**src/sv/cfq_pkg.sv**
```systemverilog
// Shared types and constants for the circular FIFO with peek.
// No dependencies; imported by cfq_ptr and circular_fifo_with_peek_unit.
`default_nettype none

package cfq_pkg;

	// configuration register
	localparam int unsigned LEN_W     = 10;
	localparam logic [LEN_W-1:0] LEN_RESET = 10'd1023;
	localparam int unsigned APB_DW    = 32;
	localparam int unsigned PADDR_W   = 3;
	localparam logic [PADDR_W-3:0] REG_QLEN = 1'b0;

	// operation codes
	localparam logic [1:0] OP_ENQ = 2'd0;
	localparam logic [1:0] OP_DEQ = 2'd1;

	// where the front value comes from after an item
	localparam logic [1:0] FRONT_KEEP = 2'd0;
	localparam logic [1:0] FRONT_VAL  = 2'd1;
	localparam logic [1:0] FRONT_RAM  = 2'd2;

	typedef struct packed {
		logic       accepted;
		logic       empty;
		logic       full;
		logic [1:0] fsel;
		logic       ram_we;
		logic       ram_re;
	} cfq_dec_t;

endpackage

`default_nettype wire

```
**src/sv/cfq_ptr.sv**
```systemverilog
// Head/tail pointers, length register and per-item decision logic.
// Depends on cfq_pkg.
`default_nettype none

module cfq_ptr #(
	parameter int unsigned SLOTS = 1024
) (
	input  wire logic                        clk,
	input  wire logic                        arst_n,
	input  wire logic                        cfg_we,
	input  wire logic [cfq_pkg::LEN_W-1:0]   cfg_len,
	output logic      [cfq_pkg::LEN_W-1:0]   qlen,
	input  wire logic                        go,
	input  wire logic [1:0]                  op,
	output cfq_pkg::cfq_dec_t                dec,
	output logic      [$clog2(SLOTS)-1:0]    wr_addr,
	output logic      [$clog2(SLOTS)-1:0]    rd_addr
);
	import cfq_pkg::*;

	localparam int unsigned AW = $clog2(SLOTS);

	logic [LEN_W-1:0] qlen_q;
	logic [AW-1:0]    head_q;
	logic [AW-1:0]    tail_q;
	logic [AW-1:0]    last;
	logic [AW-1:0]    head_n;
	logic [AW-1:0]    tail_n;
	logic [AW-1:0]    tail_adv;
	logic [AW-1:0]    head_adv;
	logic             cur_empty;
	logic             cur_full;

	function automatic logic [AW-1:0] adv(input logic [AW-1:0] idx, input logic [AW-1:0] lst);
		return (idx >= lst) ? '0 : idx + AW'(1);
	endfunction

	// ring clamped to SLOTS entries
	always_comb begin
		if (32'(qlen_q) > 32'(SLOTS - 1)) begin
			last = AW'(SLOTS - 1);
		end else begin
			last = AW'(qlen_q);
		end
	end

	assign tail_adv  = adv(tail_q, last);
	assign head_adv  = adv(head_q, last);
	assign cur_empty = (head_q == tail_q);
	assign cur_full  = (tail_adv == head_q);

	always_comb begin
		head_n       = head_q;
		tail_n       = tail_q;
		dec.accepted = 1'b1;
		dec.fsel     = FRONT_KEEP;
		dec.ram_we   = 1'b0;
		dec.ram_re   = 1'b0;
		case (op)
			OP_ENQ: begin
				if (cur_full) begin
					dec.accepted = 1'b0;
				end else begin
					dec.ram_we = 1'b1;
					tail_n     = tail_adv;
					dec.fsel   = cur_empty ? FRONT_VAL : FRONT_KEEP;
				end
			end
			OP_DEQ: begin
				if (cur_empty) begin
					dec.accepted = 1'b0;
				end else begin
					head_n = head_adv;
					// new head slot must be fetched unless the queue drained
					if (head_adv != tail_q) begin
						dec.ram_re = 1'b1;
						dec.fsel   = FRONT_RAM;
					end
				end
			end
			default: begin
			end
		endcase
		dec.empty = (head_n == tail_n);
		dec.full  = (adv(tail_n, last) == head_n);
	end

	assign wr_addr = tail_q;
	assign rd_addr = head_adv;
	assign qlen    = qlen_q;

	always_ff @(posedge clk or negedge arst_n) begin
		if (!arst_n) begin
			qlen_q <= LEN_RESET;
			head_q <= '0;
			tail_q <= '0;
		end else if (cfg_we) begin
			qlen_q <= cfg_len;
			head_q <= '0;
			tail_q <= '0;
		end else if (go) begin
			head_q <= head_n;
			tail_q <= tail_n;
		end
	end

`ifndef ASSERT_OFF
	a_ptr_in_ring: assert property (@(posedge clk) disable iff (!arst_n)
		!cfg_we |=> (head_q <= last) && (tail_q <= last))
		else $error("pointer beyond ring end");
	a_enq_not_full: assert property (@(posedge clk) disable iff (!arst_n)
		go && dec.ram_we |=> (head_q != tail_q))
		else $error("queue empty after a write");
	a_we_re_excl: assert property (@(posedge clk) disable iff (!arst_n)
		!(dec.ram_we && dec.ram_re))
		else $error("write and read decided for one item");
`endif

endmodule

`default_nettype wire

```
**config.mk**
```make
export PLATFORM = sky130hd
export DESIGN_NAME = cfq_ptr
export DESIGN_NICKNAME = d
export VERILOG_FILES = /design/src/sv/cfq_pkg.sv /design/src/sv/cfq_ptr.sv
export SDC_FILE = /design/constraint.sdc
export NUM_CORES = 1
export LEC_CHECK = 0
export BUFFER_PORTS_ARGS = -buffer_cell sky130_fd_sc_hd__buf_2
export CORE_MARGIN = 5
export CORE_UTILIZATION = 60
export CTS_CLUSTER_SIZE = 12
export DETAILED_ROUTE_END_ITERATION = 8
export PLACE_DENSITY = 0.83
export SLEW_MARGIN = 20
export SYNTH_ARGS = -nofsm -noshare
export SYNTH_HDL_FRONTEND = slang
export SYNTH_SLANG_ARGS = --single-unit
```
**constraint.sdc**
```tcl
create_clock -name clk -period 16.5 [get_ports clk]
set_input_delay 1.65 -clock clk [delete_from_list [all_inputs] [get_ports clk]]
set_output_delay 1.65 -clock clk [all_outputs]
set_load 0.05 [all_outputs]
```
==> results of run 1 <==
==> routing by layer <==
| layer | track usage, % | wire length, µm | vias up |
|---|---|---|---|
| met5 | 0 | 0 | - |
| met4 | 11.4 | 395 | 0 |
| met3 | 4.09 | 908 | 34 |
| met2 | 44.4 | 5290 | 208 |
| met1 | 39.2 | 4950 | 1803 |
| li1 | - | - | 1750 |
==> synth_stat cells (all sizes together), types with 3 or more instances <==
cell type  number  area, µm²
mux2i          10        100
nand2b          9       56.3
a311oi          3       26.3
nand4          11       90.1
a211oi         20        163
clkbuf         22       82.6
nand2          29        109
nor2b           4       25.0
nand3          20        113
nor4            3       18.8
o31ai           3       41.3
inv            21       78.8
dfstp          10        263
dfrtp          20        500
a21o            4       30.0
or3             6       42.5
buf            16        113
and3            3       18.8
o31a            3       26.3
o21a            3       22.5
o21ai          28        148
ha             33        413
o211ai          4       30.0
xor2           23        201
xnor2          29        262
a21oi          23        123
mux2            4       45.0
or2             3       18.8
a2111oi         3       26.3
nand3b          3       22.5
nor2           53        199
nor3           16       85.1
==> layout make-up <==
class	instances	area, µm²
well taps	77	96.3
flip-flops and latches	30	763
clock inverters	1	5.00
multi-input cells	386	2820
inverters	21	78.8
repair buffers	52	260
clock buffers	7	86.3
fillers	549	2210
==> state kept, by name, summed over array words and instances (netlist names) <==
signal   cells
head_q      10
qlen        10
wr_addr     10
==> power by group <==
| part | internal (µW) | switching (µW) |
|---|---|---|
| Sequential | 79.9 | 12.8 |
| Clock | 33.7 | 30.6 |
| Combinational | 40.4 | 81.4 |
==> worst max-delay path, delay by kind of cell (launching register included) <==
kind | cells | cell delay (ns)
mux | 1 | 0.44
fa+ha+maj | 2 | 0.59
flops | 1 | 0.66
compound gates | 12 | 3.01
buf+inv | 3 | 0.55
simple gates | 4 | 1.37
==> cell usage in the layout, fill, tap and decap left out, types with 2 or more instances in the layout <==
| cell | n |
|---|---|
| a21oi_2 | 2 |
| o21a_1 | 3 |
| nor4_1 | 3 |
| nor3_1 | 15 |
| o21ai_2 | 2 |
| nand3_1 | 19 |
| ha_1 | 33 |
| xnor3_1 | 2 |
| nand4_1 | 9 |
| a221oi_1 | 2 |
| nor2_1 | 53 |
| or4_1 | 2 |
| nand2_1 | 29 |
| dfrtp_1 | 20 |
| inv_1 | 21 |
| dfstp_2 | 10 |
| nand2b_1 | 9 |
| mux2i_1 | 10 |
| xnor2_1 | 28 |
| nor2b_1 | 4 |
| and4_1 | 2 |
| nand3b_1 | 3 |
| buf_2 | 52 |
| a2111oi_0 | 3 |
| xor2_1 | 23 |
| a311oi_1 | 3 |
| a21oi_1 | 21 |
| or3_1 | 5 |
| o211ai_1 | 4 |
| a311o_1 | 2 |
| clkbuf_8 | 6 |
| o21ai_0 | 21 |
| mux2_2 | 4 |
| o311a_1 | 2 |
| or2_2 | 2 |
| and3_1 | 3 |
| o31a_1 | 3 |
| a21o_1 | 4 |
| o21ai_1 | 5 |
| a211oi_1 | 19 |
==> worst paths after layout <==
path,depth (start not counted),startpoint,end
setup / recovery,22,wr_addr[0],dec[4]
hold / removal,2,qlen[7],qlen[7]
setup reg to reg,12,wr_addr[0],wr_addr[8]
hold reg to reg,2,qlen[7],qlen[7]
max in group asynchronous,1,arst_n,head_q[4]
min in group asynchronous,1,arst_n,wr_addr[8]
==> logic make-up (layout without fill, tap and decap cells) <==
logic type | count (synthesis) | after routing | share of synthesized area [%]
buffers and inverters | 59 | 81 | 7.11
DFF | 30 | 30 | 19.8
xor gates and xnor gates | 54 | 54 | 13.2
and+or+nand+nor | 172 | 172 | 23.7
muxes | 14 | 14 | 3.77
AOI/OAI and AO/OA | 113 | 113 | 21.7
adders and majority gates | 33 | 33 | 10.7
==> per-stage QoR <==
| stage | total power [µW] | hold slack [ns] | area, µm² |
|---|---|---|---|
| finish | 279 | 0.600 | 4110 |
| global route | 295 | 0.625 | 4110 |
| CTS | 277 | 0.607 | 4110 |
| detailed placement | 214 | 0.598 | 4010 |
| global placement | 210 | 0.570 | 4010 |
| floorplan | 186 | 0.656 | 3850 |
==> results.sh, run 1 <==
export IMPL_ys_ff_latch=30
export IMPL_grt_total_usage_pct=28.4
export IMPL_cts_tree="built"
export IMPL_ir_worst_vdd_uv=51.1
export IMPL_cts_sinks=30
export IMPL_relSlewSlack_pct=39.8
export IMPL_globalplace_congestion=0.947
export IMPL_hold_class="reg2reg"
export IMPL_grt_pass1_wl_um=18900
export IMPL_synth_area_um2=3850
export IMPL_synth_nets=524
export IMPL_clock_latency_ns=0.29
export IMPL_setup_viol=0
export IMPL_critPathRequiredTime_ns=14.85
export IMPL_port_buffers=52
export IMPL_fin_ws_ns=7.92
export IMPL_max_cap_violations=0
export IMPL_rsz0062_at_grt="no"
export IMPL_slew_viol_final=0
export IMPL_min_period_ns=8.58
export IMPL_area_growth_pct=6.56
export IMPL_dieHeight_um=90.1
export IMPL_cts_buffer_depth=2
export IMPL_p_per_area_nw_per_um2=67.9
export IMPL_critPathArrivalTime_ns=6.93
export IMPL_cpMostUsedCell="a21o_1"
export IMPL_n_antenna_cell=0
export IMPL_synth_edf_count=0
export IMPL_drt_antenna_violating_nets=0
export IMPL_netlist_instances=475
export IMPL_gr_total_overflow=0
export IMPL_max_freq_mhz=117
export IMPL_finalCritPeriodShare_pct=52.0
export IMPL_critPathMaxStageDelay_ns=0.73
export IMPL_r2r_setup_slack_ns=12.23
export IMPL_dieWidth_um=90.1
export IMPL_postCtsSetupRepairBufs=0
export IMPL_dp_hpwl_um=8800
export IMPL_htreeDepth=2
export IMPL_hold_viol=0
export IMPL_layout_drive_gt1_share_pct=19.1
export IMPL_dp_cells=566
export IMPL_drc=0
export IMPL_crit_chain="inv_1 > ha_1 > nand2b_1 > a21oi_1 > o311a_1 > nand2_1 > a2bb2oi_2 > o31ai_4 > mux2i_1 > inv_1 > ha_1 > a21o_1 > a21o_1 > a21o_1 > a211oi_1 > o21bai_1 > a21oi_1 > o21ai_1 > or4_1 > o211a_1 > nor4b_2 > buf_2"
export IMPL_avgSynthCellArea_um2=8.11
export IMPL_dr_pass1_iters=7
export IMPL_grt_pass1_vias=3582
export IMPL_clkTransAtPathRegs_ns=0.07
export IMPL_worst_pin_slew_ns=0.902
export IMPL_status="complete, no violations"
export IMPL_antenna_found_initial=0
export IMPL_crit_fanout=21
export IMPL_post_drt_wl_per_cell_um=20.1
export IMPL_nNetsFinal=545
export IMPL_vias=3795
export IMPL_num_rows=29
export IMPL_p_leak_uw=0.00188
export IMPL_post_cts_resized=0
export IMPL_crit_type="reg2out"
export IMPL_dieArea_um2=8120
export IMPL_worstSetupStartpointType="register"
export IMPL_cp_slowest_cell="o31ai_4"
export IMPL_ys_types=75
export IMPL_cts_buffers=5
export IMPL_viasPerCell=6.61
export IMPL_routed_wl_um=11500
export IMPL_crit_path_end_kind="output pin"
export IMPL_ios=53
export IMPL_grt_max_degree=40
export IMPL_post_layout_nonfiller_instances=574
export IMPL_start_util_pct=61.0
export IMPL_ys_seq_area_share_pct=19.8
export IMPL_fin_util_pct=65.0
export IMPL_synthFlopType="dfrtp_1"
export IMPL_place_ws_ns=8.35
export IMPL_synthArstFlopShare_pct=100
export IMPL_fin_tns_setup_ns=0
export IMPL_clock_skew_ns=0.00268
export IMPL_yosysWarnings=0
export IMPL_first_iter_violations=367
export IMPL_cts_hold_buf=0
export IMPL_root_buffer="clkbuf_8"
export IMPL_coreArea_um2=6310
No activity file was read; power rests on OpenSTA's default activity.
==> run 2: changes to the inputs <==
--- a/config.mk
+++ b/config.mk
@@ -5,12 +5,13 @@
 export SDC_FILE = /design/constraint.sdc
 export NUM_CORES = 1
 export LEC_CHECK = 0
+export ABC_AREA = 1
 export BUFFER_PORTS_ARGS = -buffer_cell sky130_fd_sc_hd__buf_2
 export CORE_MARGIN = 5
-export CORE_UTILIZATION = 60
+export CORE_UTILIZATION = 53
 export CTS_CLUSTER_SIZE = 12
 export DETAILED_ROUTE_END_ITERATION = 8
-export PLACE_DENSITY = 0.83
+export PLACE_DENSITY = 0.78
 export SLEW_MARGIN = 20
 export SYNTH_ARGS = -nofsm -noshare
 export SYNTH_HDL_FRONTEND = slang
==> constraint.sdc (replaced) <==
create_clock -name clk -period 7.8 [get_ports clk]
set_input_delay 0.78 -clock clk [delete_from_list [all_inputs] [get_ports clk]]
set_output_delay 0.78 -clock clk [all_outputs]
set_load 0.05 [all_outputs]
==> run 2 against run 1 <==
  * Count of clock-buffer cells in the layout fell by 1
  * Cell area fell by 0.43%
  * Largest cell class unchanged
  * Critical path type unchanged
  * First-iteration DRC count rose by 19%
  * Clock power rose to 3.1 times the previous value
  * Worst setup slack got worse by 6.2 ns
  * Critical endpoint unchanged
  * Register-to-register slack got worse by 7.8 ns
  * Combinational power rose to 2.8 times the previous value
  * Core utilization fell by 4.2 points
  * Cell count rose by 20%
  * Non-clock buffer count rose by 2
==> results.sh, run 2 <==
export IMPL_dieWidth_um=92.8
export IMPL_antenna_found_initial=0
export IMPL_hold_viol=0
export IMPL_netlist_top_cell_by_area="nand2_1"
export IMPL_setup_viol=0
export IMPL_cp_slowest_cell="dfstp_2"
export IMPL_layout_drive_gt1_share_pct=18.5
export IMPL_crit_type="reg2out"
export IMPL_synthFlopType="dfrtp_1"
export IMPL_htreeDepth=2
export IMPL_postPlaceCellArea_um2=3950
export IMPL_n_antenna_cell=0
export IMPL_dp_hpwl_um=9960
export IMPL_clkTransAtPathRegs_ns=0.07
export IMPL_critPathMaxStageDelay_ns=0.53
export IMPL_grt_total_usage_pct=29.7
export IMPL_avgSynthCellArea_um2=6.48
export IMPL_ios=53
export IMPL_drt_antenna_violating_nets=0
export IMPL_cts_tree="built"
export IMPL_yosysTopAreaCellShare_pct=14.3
export IMPL_viasPerCell=6.00
export IMPL_synthTopCellsByCount="nand2_1 (139), inv_1 (85), nand3_1 (44), nor2_1 (43), ha_1 (33)"
export IMPL_globalplace_congestion=0.984
export IMPL_synth_edf_count=0
export IMPL_fin_ws_ns=1.71
export IMPL_yosysWarnings=0
export IMPL_first_iter_violations=436
export IMPL_nNetsFinal=659
export IMPL_hold_class="in2async"
export IMPL_netlist_instances=561
export IMPL_synth_most_common_cell="nand2_1"
export IMPL_start_util_pct=54.1
export IMPL_relSlewSlack_pct=51.7
export IMPL_p_leak_uw=0.00224
export IMPL_crit_fanout=18
export IMPL_fin_tns_setup_ns=0
export IMPL_finalInstanceArea_um2=4090
export IMPL_coreArea_um2=6720
export IMPL_ys_ff_latch=30
export IMPL_status="complete, no violations"
export IMPL_routed_wl_um=12500
export IMPL_ys_seq_area_share_pct=21.0
export IMPL_cts_sinks=30
export IMPL_slew_viol_final=0
export IMPL_dieArea_um2=8620
export IMPL_max_cap_violations=0
export IMPL_rsz0062_at_grt="no"
export IMPL_max_freq_mhz=164
export IMPL_clock_latency_ns=0.29
export IMPL_post_drt_wl_per_cell_um=18.0
export IMPL_synth_simple_area_share_pct=37.6
export IMPL_synthArstFlopShare_pct=100
export IMPL_vias=4149
export IMPL_drc=0
export IMPL_worst_pin_slew_ns=0.717
export IMPL_synth_nets=610
export IMPL_ir_worst_vdd_uv=147
export IMPL_postCtsSetupRepairBufs=0
export IMPL_final_cell_mix="nand2_1 (139), inv_1 (85), buf_2 (52)"
export IMPL_root_buffer="clkbuf_8"
export IMPL_dieHeight_um=92.8
export IMPL_cts_hold_buf=0
export IMPL_critPathRequiredTime_ns=7.02
export IMPL_post_cts_resized=0
export IMPL_grt_pass1_vias=3967
export IMPL_ys_types=42
export IMPL_synth_adder_area_share_pct=11.4
export IMPL_synth_top_family_by_area="simple AND/OR/NAND/NOR gates"
export IMPL_dr_pass1_iters=6
export IMPL_min_period_ns=6.09
export IMPL_finalCritPeriodShare_pct=78.1
export IMPL_grt_max_degree=31
export IMPL_p_per_area_nw_per_um2=179
export IMPL_synthMuxAreaShare_pct=0
export IMPL_worst_path_buf_inv=6
export IMPL_port_buffers=52
export IMPL_crit_path_end_kind="output pin"
export IMPL_cts_buffer_depth=2
export IMPL_worstSetupStartpointType="register"
export IMPL_critical_path_top_delay_family="simple AND/OR/NAND/NOR gates"
export IMPL_synth_compound_area_share_pct=14.3
export IMPL_area_growth_pct=12.4
export IMPL_gr_total_overflow=0
export IMPL_place_ws_ns=2.08
export IMPL_ys_top_cells_by_area="nand2_1 (14%), dfrtp_1 (14%), ha_1 (11%), inv_1 (8.8%), dfstp_2 (7.2%)"
export IMPL_cts_buffers=5
export IMPL_clock_skew_ns=0.0124
export IMPL_synth_area_um2=3640
export IMPL_synthXorXnorAreaFrac_pct=4.33
export IMPL_critPathArrivalTime_ns=5.31
export IMPL_grt_pass1_wl_um=20000
export IMPL_final_common_cell="nand2_1"
export IMPL_num_rows=30
-- run 2: area by class of cell --
type / count / area [µm²]
fill: 660 / 2630
inverter: 92 / 345
timing repair buffer: 54 / 275
multi-input combinational: 427 / 2460
clock inverter: 2 / 60.1
tap: 80 / 100
clock buffer: 6 / 82.6
sequential: 30 / 763
-- run 2: logic make-up (layout without fill, tap and decap cells) --
family,after synthesis,in the layout
compound gates,86,86
xor+xnor,18,18
fa+ha+maj,33,33
buf+inv,104,154
flops,30,30
simple gates,290,290
-- run 2: routing by layer --
layer  track usage, %  wire (µm)
met1             38.5       5160
met2             47.2       5640
met3             3.98       1080
met4             16.6        594
met5                0          0
-- run 2: power by group --
part	internal, µW	switching (µW)
clock network	136	62.6
registers	170	18.3
logic	97.9	246
-- run 2: stage by stage --
step | hold slack [ns] | power, µW | util (%) | instances
finish | 0.529 | 730 | 60.8 | 691
global placement | 0.529 | 522 | 58.7 | 683
floorplan | 0.484 | 441 | - | 561
global route | 0.568 | 773 | 60.8 | 691
CTS | 0.537 | 727 | 60.8 | 691
detailed placement | 0.528 | 527 | 58.7 | 683
-- run 2: final timing paths --
check	depth (start not counted)	slack (ns)	startpoint	to
worst max-delay path	30	1.71	qlen[9]	dec[4]
worst min-delay path	1	0.53	arst_n	wr_addr[0]
worst max register to register	16	4.47	qlen[9]	wr_addr[3]
worst min register to register	2	0.54	qlen[0]	qlen[0]
max in group asynchronous	1	6.82	arst_n	wr_addr[7]
min in group clk	2	0.54	qlen[0]	qlen[0]
==> run 3: changes to the inputs <==
--- a/config.mk
+++ b/config.mk
@@ -5,13 +5,13 @@
 export SDC_FILE = /design/constraint.sdc
 export NUM_CORES = 1
 export LEC_CHECK = 0
-export ABC_AREA = 1
+export ABC_AREA = 0
 export BUFFER_PORTS_ARGS = -buffer_cell sky130_fd_sc_hd__buf_2
 export CORE_MARGIN = 5
-export CORE_UTILIZATION = 53
+export CORE_UTILIZATION = 59
 export CTS_CLUSTER_SIZE = 12
 export DETAILED_ROUTE_END_ITERATION = 8
-export PLACE_DENSITY = 0.78
+export PLACE_DENSITY = 0.82
 export SLEW_MARGIN = 20
 export SYNTH_ARGS = -nofsm -noshare
 export SYNTH_HDL_FRONTEND = slang
==> constraint.sdc (replaced) <==
create_clock -name clk -period 5.7 [get_ports clk]
set_input_delay 0.57 -clock clk [delete_from_list [all_inputs] [get_ports clk]]
set_output_delay 0.57 -clock clk [all_outputs]
set_load 0.05 [all_outputs]
==> run 3 against run 2 <==
  * The run now ends with setup timing left
  * Sequential share of layout area shrank 3.2 points
  * Global-route usage grew 2.8 points
  * Worst setup slack lost 2.2 ns
  * Critical path type unchanged
  * Critical endpoint unchanged
  * Largest power group unchanged
==> results.sh, run 3 (synthesis gave the netlist of run 1 again) <==
export IMPL_dp_hpwl_um=10300
export IMPL_min_period_ns=6.15
export IMPL_root_buffer="clkbuf_8"
export IMPL_ir_worst_vdd_uv=153
export IMPL_grt_total_usage_pct=32.5
export IMPL_crit_type="reg2out"
export IMPL_clkTransAtPathRegs_ns=0.08
export IMPL_slew_viol_final=0
export IMPL_hold_viol=0
export IMPL_globalplace_congestion=0.973
export IMPL_cts_sinks=30
export IMPL_clock_skew_ns=0.00674
export IMPL_p_leak_uw=0.00231
export IMPL_p_switching_uw=403
export IMPL_fin_util_pct=77.9
export IMPL_worst_r2r_endpoint="wr_addr[5]"
export IMPL_setup_viol=1
export IMPL_grt_pass1_wl_um=21500
export IMPL_start_util_pct=60.7
export IMPL_post_layout_nonfiller_instances=651
export IMPL_status="finished, violations left"
export IMPL_dr_pass1_iters=6
export IMPL_gr_total_overflow=0
export IMPL_drt_antenna_violating_nets=0
export IMPL_r2r_setup_slack_ns=2.01
export IMPL_place_ws_ns=-0.302
export IMPL_layout_drive_gt1_share_pct=35.7
export IMPL_violations="setup timing"
export IMPL_area_growth_pct=28.4
export IMPL_first_iter_violations=429
export IMPL_cts_buffers=5
export IMPL_dp_cells=633
export IMPL_port_buffers=52
export IMPL_fillCellCount=431
export IMPL_clock_latency_ns=0.29
export IMPL_p_per_area_nw_per_um2=184
export IMPL_critPathRequiredTime_ns=5.13
export IMPL_combinationalPowerShare_pct=51.8
export IMPL_antenna_found_initial=0
export IMPL_final_common_cell="buf_4"
export IMPL_nNetsFinal=622
export IMPL_vias=4295
export IMPL_n_antenna_cell=0
export IMPL_routed_wl_um=14000
export IMPL_dieWidth_um=90.8
export IMPL_clockPowerShare_pct=20.8
export IMPL_post_drt_wl_per_cell_um=21.6
export IMPL_htreeDepth=2
export IMPL_ios=53
export IMPL_dieArea_um2=8250
export IMPL_crit_path_end_kind="output pin"
export IMPL_max_freq_mhz=163
export IMPL_final_cell_mix="buf_4 (73), nor2_1 (53), buf_2 (51)"
export IMPL_coreArea_um2=6350
export IMPL_intPower_uw=506
export IMPL_finalCritPeriodShare_pct=108
export IMPL_cts_tree="built"
export IMPL_drc=0
export IMPL_fin_ws_ns=-0.445
export IMPL_grt_max_degree=40
export IMPL_rsz0062_at_grt="yes"
export IMPL_seqPwrFrac_pct=27.4
export IMPL_worst_pin_slew_ns=0.766
export IMPL_max_cap_violations=0
export IMPL_relSlewSlack_pct=48.9
export IMPL_viasPerCell=6.60
export IMPL_rr_worst_depth=14
export IMPL_worstSetupStartpointType="register"
export IMPL_hold_class="in2async"
export IMPL_fin_tns_setup_ns=-0.445
export IMPL_grt_pass1_vias=4045
export IMPL_num_rows=29
export IMPL_crit_fanout=7
export IMPL_cts_buffer_depth=2
export IMPL_dieHeight_um=90.8
export IMPL_switching_share_pct=44.3
export IMPL_r2r_start="qlen[7]"
export IMPL_critPathArrivalTime_ns=5.58
-- run 3: cell count changes in the layout (fill, tap and decap cells not counted), sizes merged, moves of 20 or more --
cell and change:
nand3 -25, buf +74, xnor2 +24, inv -71, nand2 -125, o22ai -22
a211oi +20
-- run 3: worst max-delay path by stage --
stage | start | to
finish | qlen[7] | dec[4]
global placement | wr_addr[0] | dec[4]
floorplan | wr_addr[0] | dec[4]
detailed placement | wr_addr[0] | dec[4]
global route | qlen[7] | dec[4]
CTS | qlen[6] | dec[4]
-- run 3: power by group through the flow --
| stage | logic (µW) | registers, µW | clock network (µW) |
|---|---|---|---|
| 3_3_place_gp | 420 | 250 | 0 |
| 6_report | 471 | 249 | 189 |
| 5_1_grt | 502 | 250 | 199 |
| 3_5_place_dp | 431 | 251 | 0 |
| 2_1_floorplan | 281 | 281 | 0 |
| 4_1_cts | 447 | 248 | 190 |
-- run 3: final cells by class --
class	count	area (µm²)	area share, %
clock inverter	2	12.5	0.253
inverter	21	81.3	1.64
clock buffer	6	82.6	1.67
sequential	30	764	15.5
multi-input combinational	387	3060	61.9
timing repair buffer	128	848	17.2
tap	77	96.3	1.95
-- run 3: critical path, cell delays in order, from the launching register on --
cell      delay, ns
dfstp_2        0.54
inv_2          0.05
ha_4           0.23
a211o_1        0.29
o211ai_1       0.22
buf_4          0.20
o311a_4        0.21
o211ai_1       0.11
a2bb2o_4       0.23
o31ai_4        0.20
buf_6          0.19
buf_6          0.11
a21oi_4        0.05
ha_1           0.29
nand2b_4       0.14
a21o_1         0.14
a21o_1         0.15
a21o_1         0.17
a211oi_2       0.20
o21bai_1       0.10
a21oi_2        0.20
o21ai_4        0.10
buf_6          0.14
or4_1          0.40
o211a_1        0.16
nor4b_4        0.26
buf_6          0.19
-- run 3: stage by stage --
step	cell area, µm²	total power, µW	hold slack (ns)
global route	4950	952	0.389
global placement	4630	670	0.600
CTS	4850	885	0.363
finish	4950	910	0.341
floorplan	4000	561	0.274
detailed placement	4630	682	0.611
-- run 3: repair_timing --
item	in CTS	in global routing
setup buffers	7	2
setup endpoints to repair	1	1
resized for setup	10	12
gates cloned	1	0
hold buffers	0	0
pin swaps	10	11
-- run 3: metal layers --
layer	GRT usage, %	up-vias	share of wire [%]
li1	-	1914	-
met1	41.0	1999	37
met2	52.2	302	47
met3	6.08	80	11
met4	17.2	0	5.3
met5	0	-	0
